--- src/design/rrc_pkg.sv ---
// ----------------------------------------------------------------------------
// rrc_pkg - shared types and constants for the read range coalescer
// Item and result layouts, configuration block, status codes, register map.
// ----------------------------------------------------------------------------
package rrc_pkg;

  localparam int OBJ_W   = 32;
  localparam int OFF_W   = 64;
  localparam int CNT_W   = 32;
  localparam int CFG_IDX_W = 2;
  localparam int CFG_DAT_W = 64;

  localparam int IN_DATA_W  = 224;
  localparam int IN_USER_W  = 1;
  localparam int OUT_DATA_W = 544;
  localparam int OUT_USER_W = 3;

  // register map
  localparam logic [CFG_IDX_W-1:0] CFG_MAX_GAP  = 2'd0;
  localparam logic [CFG_IDX_W-1:0] CFG_MAX_SPAN = 2'd1;
  localparam logic [CFG_IDX_W-1:0] CFG_SPAN_LIM = 2'd2;
  localparam logic [CFG_IDX_W-1:0] CFG_COPY_LIM = 2'd3;

  localparam logic [OFF_W-1:0] MAX_GAP_RST  = 64'd0;
  localparam logic [OFF_W-1:0] MAX_SPAN_RST = 64'd1048576;
  localparam logic [CNT_W-1:0] SPAN_LIM_RST = 32'd1024;
  localparam logic [CNT_W-1:0] COPY_LIM_RST = 32'd1024;

  typedef enum logic [1:0] {
    ST_OK      = 2'd0,
    ST_INVALID = 2'd1,
    ST_ALLOC   = 2'd2
  } status_t;

  typedef struct packed {
    logic [OFF_W-1:0] max_gap_bytes;
    logic [OFF_W-1:0] max_span_bytes;
    logic [CNT_W-1:0] span_limit;
    logic [CNT_W-1:0] copy_limit;
  } cfg_t;

  typedef struct packed {
    logic [OBJ_W-1:0] object_id;
    logic             object_valid;
    logic [OFF_W-1:0] range_offset;
    logic [OFF_W-1:0] length_bytes;
    logic [OFF_W-1:0] dest_offset;
    logic             last_range;
  } in_item_t;

  typedef struct packed {
    status_t          status;
    logic [CNT_W-1:0] span_index;
    logic             new_span;
    logic [OFF_W-1:0] span_offset;
    logic [OFF_W-1:0] span_length;
    logic [OFF_W-1:0] span_staging_offset;
    logic [OFF_W-1:0] copy_source_offset;
    logic [OFF_W-1:0] copy_destination;
    logic [OFF_W-1:0] copy_length;
    logic [OFF_W-1:0] staging_total;
    logic [OFF_W-1:0] requested_total;
    logic             plan_done;
  } result_t;

endpackage

--- src/design/rrc_cfg_regs.sv ---
// ----------------------------------------------------------------------------
// rrc_cfg_regs - configuration register bank
// Write-only registers, indexed; each index selects one of the four registers.
// ----------------------------------------------------------------------------
module rrc_cfg_regs import rrc_pkg::*; (
  input  logic                 clk,
  input  logic                 rst_n,
  input  logic                 cfg_we,
  input  logic [CFG_IDX_W-1:0] cfg_index,
  input  logic [CFG_DAT_W-1:0] cfg_wdata,
  output cfg_t                 cfg
);

  cfg_t cfg_r;

  always_ff @(posedge clk) begin
    if (!rst_n) begin
      cfg_r.max_gap_bytes  <= MAX_GAP_RST;
      cfg_r.max_span_bytes <= MAX_SPAN_RST;
      cfg_r.span_limit     <= SPAN_LIM_RST;
      cfg_r.copy_limit     <= COPY_LIM_RST;
    end else if (cfg_we) begin
      unique case (cfg_index)
        CFG_MAX_GAP:  cfg_r.max_gap_bytes  <= cfg_wdata;
        CFG_MAX_SPAN: cfg_r.max_span_bytes <= cfg_wdata;
        CFG_SPAN_LIM: cfg_r.span_limit     <= cfg_wdata[CNT_W-1:0];
        CFG_COPY_LIM: cfg_r.copy_limit     <= cfg_wdata[CNT_W-1:0];
      endcase
    end
  end

  assign cfg = cfg_r;

endmodule

--- src/design/rrc_in_stage.sv ---
// ----------------------------------------------------------------------------
// rrc_in_stage - input register
// Unpacks the stream item and holds it until the core consumes it.
// ----------------------------------------------------------------------------
module rrc_in_stage import rrc_pkg::*; (
  input  logic                  clk,
  input  logic                  rst_n,
  input  logic                  in_tvalid,
  output logic                  in_tready,
  input  logic [IN_DATA_W-1:0]  in_tdata,
  input  logic [IN_USER_W-1:0]  in_tuser,
  input  logic                  in_tlast,
  input  logic                  advance,
  output in_item_t              item,
  output logic                  item_valid
);

  in_item_t item_r;
  logic     valid_r;
  logic     take;

  assign in_tready = !valid_r || advance;
  assign take      = in_tvalid && in_tready;

  always_ff @(posedge clk) begin
    if (!rst_n) begin
      valid_r <= 1'b0;
    end else if (take) begin
      valid_r <= 1'b1;
    end else if (advance) begin
      valid_r <= 1'b0;
    end
  end

  always_ff @(posedge clk) begin
    if (take) begin
      item_r.object_id    <= in_tdata[31:0];
      item_r.object_valid <= in_tuser[0];
      item_r.range_offset <= in_tdata[95:32];
      item_r.length_bytes <= in_tdata[159:96];
      item_r.dest_offset  <= in_tdata[223:160];
      item_r.last_range   <= in_tlast;
    end
  end

  assign item       = item_r;
  assign item_valid = valid_r;

endmodule

--- src/design/rrc_plan_core.sv ---
// ----------------------------------------------------------------------------
// rrc_plan_core - span merge decision and plan state
// Checks one range against the open span, forms its result and updates
// the plan state in the same cycle.
// ----------------------------------------------------------------------------
module rrc_plan_core import rrc_pkg::*; (
  input  logic     clk,
  input  logic     rst_n,
  input  cfg_t     cfg,
  input  in_item_t item,
  input  logic     step,
  output result_t  res
);

  logic [OBJ_W-1:0] open_object_r,     open_object_nxt;
  logic [CNT_W-1:0] span_count_r,      span_count_nxt;
  logic [OFF_W-1:0] open_span_start_r, open_span_start_nxt;
  logic [OFF_W-1:0] open_span_len_r,   open_span_len_nxt;
  logic [OFF_W-1:0] open_span_stg_r,   open_span_stg_nxt;
  logic [OFF_W-1:0] staging_used_r,    staging_used_nxt;
  logic [OFF_W-1:0] requested_sum_r,   requested_sum_nxt;
  logic [CNT_W-1:0] item_count_r,      item_count_nxt;
  status_t          error_code_r,      error_code_nxt;

  logic [OFF_W:0]   off_end;
  logic [OFF_W:0]   req_sum;
  logic [OFF_W:0]   stg_new;
  logic [OFF_W:0]   stg_merge;
  logic [OFF_W-1:0] prev_end;
  logic [OFF_W-1:0] gap;
  logic [OFF_W-1:0] combined;
  logic             bad_input;
  logic             can_merge;
  logic             merged;
  logic             bad_merge;
  logic             no_alloc;
  status_t          status;

  always_comb begin
    off_end   = {1'b0, item.range_offset} + {1'b0, item.length_bytes};
    req_sum   = {1'b0, requested_sum_r} + {1'b0, item.length_bytes};
    stg_new   = {1'b0, staging_used_r} + {1'b0, item.length_bytes};
    bad_input = (cfg.max_span_bytes == '0) || (item_count_r >= cfg.copy_limit) ||
                !item.object_valid || (item.length_bytes == '0) ||
                off_end[OFF_W] || req_sum[OFF_W];

    prev_end  = open_span_start_r + open_span_len_r;
    gap       = (item.range_offset > prev_end) ? item.range_offset - prev_end : '0;
    combined  = (off_end[OFF_W-1:0] > prev_end) ?
                off_end[OFF_W-1:0] - open_span_start_r : open_span_len_r;
    can_merge = (span_count_r != '0) && (item.object_id == open_object_r) &&
                (item.range_offset >= open_span_start_r) &&
                (gap <= cfg.max_gap_bytes) && (combined <= cfg.max_span_bytes);
    stg_merge = {1'b0, open_span_stg_r} + {1'b0, combined};
    bad_merge = can_merge && stg_merge[OFF_W];
    merged    = can_merge;
    no_alloc  = !merged && ((span_count_r == cfg.span_limit) ||
                (item.length_bytes > cfg.max_span_bytes) || stg_new[OFF_W]);

    priority if (error_code_r != ST_OK) status = error_code_r;
    else if (bad_input || bad_merge)    status = ST_INVALID;
    else if (no_alloc)                  status = ST_ALLOC;
    else                                status = ST_OK;
  end

  // next plan state and result
  always_comb begin
    open_object_nxt     = open_object_r;
    span_count_nxt      = span_count_r;
    open_span_start_nxt = open_span_start_r;
    open_span_len_nxt   = open_span_len_r;
    open_span_stg_nxt   = open_span_stg_r;
    staging_used_nxt    = staging_used_r;
    requested_sum_nxt   = requested_sum_r;
    item_count_nxt      = item_count_r;
    error_code_nxt      = status;

    if (status == ST_OK) begin
      if (merged) begin
        open_span_len_nxt   = combined;
      end else begin
        open_object_nxt     = item.object_id;
        open_span_start_nxt = item.range_offset;
        open_span_len_nxt   = item.length_bytes;
        open_span_stg_nxt   = staging_used_r;
        span_count_nxt      = span_count_r + 1'b1;
      end
      requested_sum_nxt = req_sum[OFF_W-1:0];
      item_count_nxt    = item_count_r + 1'b1;
      staging_used_nxt  = open_span_stg_nxt + open_span_len_nxt;
    end

    res = '0;
    res.status    = status;
    res.plan_done = item.last_range;
    if (status == ST_OK) begin
      res.span_index          = span_count_nxt - 1'b1;
      res.new_span            = !merged;
      res.span_offset         = open_span_start_nxt;
      res.span_length         = open_span_len_nxt;
      res.span_staging_offset = open_span_stg_nxt;
      res.copy_source_offset  = item.range_offset - open_span_start_nxt;
      res.copy_destination    = item.dest_offset;
      res.copy_length         = item.length_bytes;
      res.staging_total       = staging_used_nxt;
      res.requested_total     = requested_sum_nxt;
    end
  end

  always_ff @(posedge clk) begin
    if (!rst_n || (step && item.last_range)) begin
      open_object_r     <= '0;
      span_count_r      <= '0;
      open_span_start_r <= '0;
      open_span_len_r   <= '0;
      open_span_stg_r   <= '0;
      staging_used_r    <= '0;
      requested_sum_r   <= '0;
      item_count_r      <= '0;
      error_code_r      <= ST_OK;
    end else if (step) begin
      open_object_r     <= open_object_nxt;
      span_count_r      <= span_count_nxt;
      open_span_start_r <= open_span_start_nxt;
      open_span_len_r   <= open_span_len_nxt;
      open_span_stg_r   <= open_span_stg_nxt;
      staging_used_r    <= staging_used_nxt;
      requested_sum_r   <= requested_sum_nxt;
      item_count_r      <= item_count_nxt;
      error_code_r      <= error_code_nxt;
    end
  end

`ifndef NO_ASSERTIONS
  a_err_zero: assert property (@(posedge clk) disable iff (!rst_n)
    (res.status != ST_OK) |-> (res.span_length == '0 && res.requested_total == '0))
    else $error("error result carries payload");

  a_plan_clear: assert property (@(posedge clk) disable iff (!rst_n)
    (step && item.last_range) |=> (span_count_r == '0 && error_code_r == ST_OK &&
                                   item_count_r == '0))
    else $error("plan state not cleared after last item");

  a_err_sticky: assert property (@(posedge clk) disable iff (!rst_n)
    (step && !item.last_range && error_code_r != ST_OK) |=>
      (error_code_r == $past(error_code_r) && span_count_r == $past(span_count_r)))
    else $error("sticky error changed or state moved");

  a_new_span: assert property (@(posedge clk) disable iff (!rst_n)
    (step && !item.last_range && res.status == ST_OK && res.new_span) |=>
      (span_count_r == $past(span_count_r) + 1'b1))
    else $error("new span did not bump span count");
`endif

endmodule

--- src/design/read_range_coalescer.sv ---
// ----------------------------------------------------------------------------
// read_range_coalescer - merges object read ranges into staging spans
//
// in_*  : one read range per item. tdata holds object_id, range_offset,
//         length_bytes, dest_offset; tuser holds object_valid;
//         tlast marks the final range of a plan.
// out_* : one result per item, in order. tuser holds status and new_span,
//         tlast is plan_done; tdata carries the span, copy entry and totals.
// cfg_* : write-only registers (max_gap_bytes, max_span_bytes, span_limit,
//         copy_limit); the user must write them only while no item is in
//         flight; the block itself does not enforce this.
// An item waits in the input register, its result in the output register,
// before it shows on out_*. Throughput: one item per cycle while out_tready
// is high; compare, merge and running sums are combinational in the core.
// Reset clears the plan state and loads register defaults; no sweep needed.
// When out_tready is low the result is held and one further item waits in
// the input register; in_tready then drops until the result is taken.
// ----------------------------------------------------------------------------
module read_range_coalescer import rrc_pkg::*; (
  input  logic                  clk,
  input  logic                  rst_n,
  input  logic                  in_tvalid,
  output logic                  in_tready,
  // object_id[31:0], range_offset[95:32], length_bytes[159:96],
  // dest_offset[223:160]
  input  logic [IN_DATA_W-1:0]  in_tdata,
  // object_valid[0]
  input  logic [IN_USER_W-1:0]  in_tuser,
  input  logic                  in_tlast,
  output logic                  out_tvalid,
  input  logic                  out_tready,
  // span_index[31:0], span_offset[95:32], span_length[159:96],
  // span_staging_offset[223:160], copy_source_offset[287:224],
  // copy_destination[351:288], copy_length[415:352],
  // staging_total[479:416], requested_total[543:480]
  output logic [OUT_DATA_W-1:0] out_tdata,
  // status[1:0], new_span[2]
  output logic [OUT_USER_W-1:0] out_tuser,
  output logic                  out_tlast,
  input  logic                  cfg_we,
  input  logic [CFG_IDX_W-1:0]  cfg_index,
  input  logic [CFG_DAT_W-1:0]  cfg_wdata
);

  cfg_t     cfg;
  in_item_t item;
  logic     item_valid;
  logic     advance;
  result_t  res;
  result_t  out_r;
  logic     out_valid_r;

  assign advance = item_valid && (!out_valid_r || out_tready);

  rrc_cfg_regs u_cfg (
    .clk       (clk),
    .rst_n     (rst_n),
    .cfg_we    (cfg_we),
    .cfg_index (cfg_index),
    .cfg_wdata (cfg_wdata),
    .cfg       (cfg)
  );

  rrc_in_stage u_in (
    .clk        (clk),
    .rst_n      (rst_n),
    .in_tvalid  (in_tvalid),
    .in_tready  (in_tready),
    .in_tdata   (in_tdata),
    .in_tuser   (in_tuser),
    .in_tlast   (in_tlast),
    .advance    (advance),
    .item       (item),
    .item_valid (item_valid)
  );

  rrc_plan_core u_core (
    .clk   (clk),
    .rst_n (rst_n),
    .cfg   (cfg),
    .item  (item),
    .step  (advance),
    .res   (res)
  );

  always_ff @(posedge clk) begin
    if (!rst_n) begin
      out_valid_r <= 1'b0;
    end else if (advance) begin
      out_valid_r <= 1'b1;
    end else if (out_tready) begin
      out_valid_r <= 1'b0;
    end
  end

  always_ff @(posedge clk) begin
    if (advance) begin
      out_r <= res;
    end
  end

  assign out_tvalid = out_valid_r;
  assign out_tlast  = out_r.plan_done;
  assign out_tuser  = {out_r.new_span, out_r.status};
  assign out_tdata  = {out_r.requested_total, out_r.staging_total, out_r.copy_length,
                       out_r.copy_destination, out_r.copy_source_offset,
                       out_r.span_staging_offset, out_r.span_length,
                       out_r.span_offset, out_r.span_index};

endmodule
--- config.mk ---
export PLATFORM = sky130hd
export DESIGN_NAME = read_range_coalescer
export DESIGN_NICKNAME = d
export VERILOG_FILES = /design/src/design/rrc_pkg.sv /design/src/design/rrc_cfg_regs.sv /design/src/design/rrc_in_stage.sv /design/src/design/rrc_plan_core.sv /design/src/design/read_range_coalescer.sv
export SDC_FILE = /design/constraint.sdc
export NUM_CORES = 2
export LEC_CHECK = 0
export BUFFER_PORTS_ARGS = -buffer_cell sky130_fd_sc_hd__buf_2
export CAP_MARGIN = 20
export CORE_ASPECT_RATIO = 1.5
export CORE_MARGIN = 1.5
export CORE_UTILIZATION = 40
export CTS_BUF_LIST = sky130_fd_sc_hd__clkbuf_2
export CTS_CLUSTER_DIAMETER = 150
export DETAILED_ROUTE_END_ITERATION = 12
export GPL_ROUTABILITY_DRIVEN = 0
export PLACE_DENSITY = 0.6
export SLEW_MARGIN = 20
export SYNTH_ARGS = -nofsm -noshare
export SYNTH_HDL_FRONTEND = slang
export SYNTH_HIERARCHICAL = 1
export SYNTH_SLANG_ARGS = --single-unit
--- constraint.sdc ---
create_clock -name clk -period 92.5 [get_ports clk]
set_input_delay 4.625 -clock clk [delete_from_list [all_inputs] [get_ports clk]]
set_output_delay 4.625 -clock clk [all_outputs]
set_load 0.02 [all_outputs]
==> summary.txt <==
Detailed routing
  – Total number of vias: around 80000
  – WL final: between 300000 and 400000 µm
  – Max Used Layer: met5
  – DR DRC count: 0
  – Metal3 WL: ~27000 µm
  – Met2 wire length: around 150000 µm
  – Number of nets still failing antenna checks after routing: 0
  – Drt first pass iters: 6
  – Met1 wire length: ~140000 µm
  – DRT iter0 DRCs: slightly above 6000
  – Vias per cell: approximately 5.7
  – Drt wl/cell: roughly 24 µm

Pwr
  – Lkg Pwr: about 0.042 µW
  – Pwr dens: 16.38 nW/µm²
  – Worst vdd ir: around 0.011 mV

Place
  – Dpl ws: between 70 and 80 ns
  – I/O Buffers: 846
  – DP HPWL: roughly 260000 µm

Global routing
  – Largest net degree at the start of global routing: about 170
  – Initial antenna violation count: 44
  – Vias in the first global route: between 70000 and 80000
  – First-pass GRT wire length: about 480000 µm
  – Total GRT Usage: 28.89%
  – Congestion Overflow GR: 0

Worst setup path
  – Max Fanout on Critical Path: 66
  – CP max stage cell: o41ai_1
  – Kind of critical path: reg2reg
  – CP startpoint kind: flop
  – Most used cell, CP: o21ai_0
  – Crit-path max cell delay: 0.95 ns
  – Crit. End Element: flop
  – Required time worst endpoint: 93.82 ns
  – Crit path DAT: approximately 20 ns

STA
  – Skew final: between 0.15 and 0.2 ns
  – RSZ-0062 raised after global routing: no
  – Fmax: approximately 54 MHz
  – Tmin final: roughly 19 ns
  – Setup TNS Final: 0 ns
  – Fin Hold WS: between 0.4 and 0.5 ns
  – Period utilisation layout: around a fifth
  – Max transition margin: between 15 and 20%
  – Worst Tran Pin Value: 1.197 ns
  – Setup violations, final: 0
  – Final hold vios: 0
  – Slew Viols, Final: 0
  – Worst setup margin: about 74 ns

Die
  – # IOs: roughly 850
  – Starting density of the core: between 40% and 50%
  – Die ar.: 222400 µm²
  – Die Y: roughly 580 µm
  – Core Footprint: roughly 220000 µm²
  – Rows: 210
  – Chip width: 385.6 µm

Layout
  – Most frequent cells in the layout: nand2_1, ha_1, nor2_1
  – Fin util: between 40% and 50%
  – Filler Cell Count: 21370
  – Commonest non-fill, non-tap cell in the layout: nand2_1
  – Layout cells sized above 1: between 15 and 20%
  – Area growth syn-to-layout: 12.21%
  – Post-layout nets: approximately 12000

Synthesis
  – Mapped Avg Cell Area: about 9 µm²
  – Syn Inst Count: 9558
  – Mapped cell area: approximately 88000 µm²
  – Synth unique cells: 96
  – Synth warnings: 6
  – Post-synth EDFFs: around 770
  – Sequential cell area fraction in the yosys report: 40.42%
  – Synthesized Nets: about 11000
  – Async set or reset register ratio after synthesis: 0%
  – Seq cells post-synth: about 1400
  – Most used flip-flop cell after synthesis: edfxtp_1

Clocking
  – CTS buffer count: around 360
  – Worst-path clk slew: around 0.11 ns
  – CTS sink cnt: about 1400
  – CTS tree: yes
  – # Post-CTS Setup Buffers: 0
  – CTS Hold Bufs: 0
  – Clock root buffer master: clkbuf_2
  – Bufs on Longest Clock Path: 4
  – H-tree Lvls: 5
  – Clk_lat worst skew: ~1.7 ns
  – Post-CTS Resized: 0

Worst hold path
  – Min-delay worst type: reg2reg

Run status
  – Status: complete, no violations

Flow run
  – Max-Cap Viols: 0
worst max-delay path, delay by kind of cell (launching register included):
family / cells / cell delay, ns
adder cells (fa/ha/maj): 4 / 1.25
AND/OR/NAND/NOR: 17 / 5.47
AO/OA/AOI/OAI: 29 / 8.57
multiplexers: 1 / 0.34
flip-flops: 1 / 0.49
XOR/XNOR: 2 / 0.26
buffers and inverters: 6 / 1.73
final cells by class:
type	count	area, µm²	share of cell area (%)
multi-input cells	7329	49070	49.80
flip-flops and latches	1386	35490	36.02
repair buffers	976	5273	5.351
well taps	2862	3581	3.634
clock buffers	520	2603	2.641
inverters	463	1739	1.765
clock inverters	127	732.0	0.7428
diodes	18	45.04	0.04571
flip-flops by register name, indices dropped and copies added (netlist names), 3 cells and up:
| signal | cells |
|---|---|
| u_core/open_span_stg_r | 64 |
| u_cfg/cfg | 192 |
| u_core/item_count_r | 32 |
| u_in/item | 226 |
| u_core/requested_sum_r | 64 |
| out_tdata | 544 |
| u_core/open_object_r | 32 |
| u_core/open_span_len_r | 64 |
| u_core/open_span_start_r | 64 |
| u_core/span_count_r | 32 |
| u_core/staging_used_r | 64 |
| out_tuser | 3 |
worst paths after layout:
path,endpoint,cells after the start,slack [ns],start
max reg2reg,out_tdata[273],59,73.88,u_core/open_span_start_r[1]
min,out_tdata[288],1,0.42,u_in/item[1]
min reg2reg,out_tdata[288],1,0.42,u_in/item[1]
max,out_tdata[273],59,73.88,u_core/open_span_start_r[1]
power by group:
part / internal (µW) / total [µW] / switching, µW
clock network: 172 / 449 / 277
logic: 165 / 463 / 297
registers: 682 / 703 / 21.4
total: 1020 / 1610 / 596
logic make-up after synthesis:
logic type	synth area share (%)
buffers and inverters	3.884
adders and majority gates	13.21
muxes	3.693
DFF	40.42
AOI/OAI and AO/OA	15.58
xor gates and xnor gates	5.850
and+or+nand+nor	17.37
routing by layer:
| layer | track usage (%) | up-vias |
|---|---|---|
| li1 | - | 36320 |
| met1 | 35.97 | 36980 |
| met2 | 45.66 | 3469 |
| met3 | 6.120 | 875 |
| met4 | 17.50 | 40 |
| met5 | 0 | - |
stage by stage:
step | cells | total power [µW] | area (µm²)
finish | 13680 | 1614 | 98540
floorplan | 9558 | 1034 | 87820
global route | 13670 | 1708 | 98510
detailed placement | 13020 | 1170 | 95140
CTS | 13660 | 1624 | 98470
global placement | 13010 | 1160 | 95110
cells in the mapped netlist (10+ instances only):
master / count / area share [%]
nand2_1: 1219 / 5.2
ha_1: 911 / 13
nor2_1: 856 / 3.7
edfxtp_1: 774 / 26
a21oi_1: 758 / 4.3
dfxtp_1: 612 / 14
o21ai_0: 485 / 2.8
inv_1: 462 / 2.0
xnor2_1: 329 / 3.3
mux2i_1: 315 / 3.6
and2_1: 312 / 2.2
a21o_1: 308 / 2.6
clkbuf_1: 295 / 1.3
xor2_1: 255 / 2.5
nand4_1: 165 / 1.2
nand3_1: 156 / 0.89
a211oi_1: 140 / 1.2
nor3_1: 117 / 0.67
o21a_1: 89 / 0.76
nor4_1: 86 / 0.61
nor2b_1: 85 / 0.61
and3_1: 78 / 0.56
nand2b_1: 76 / 0.54
o21bai_1: 73 / 0.62
a31oi_1: 51 / 0.36
buf_2: 41 / 0.23
o31ai_1: 38 / 0.32
o211ai_1: 37 / 0.32
or3_1: 34 / 0.24
and4_1: 30 / 0.30
buf_1: 21 / 0.090
or2_2: 19 / 0.14
a21boi_0: 18 / 0.15
a31o_2: 17 / 0.17
o221ai_1: 17 / 0.17
a211o_1: 16 / 0.16
a2111oi_0: 15 / 0.15
nor3b_1: 15 / 0.13
o22ai_1: 15 / 0.11
a221oi_1: 14 / 0.14
a221o_1: 10 / 0.11
or4_1: 10 / 0.085
No activity file was read; power rests on OpenSTA's default activity.
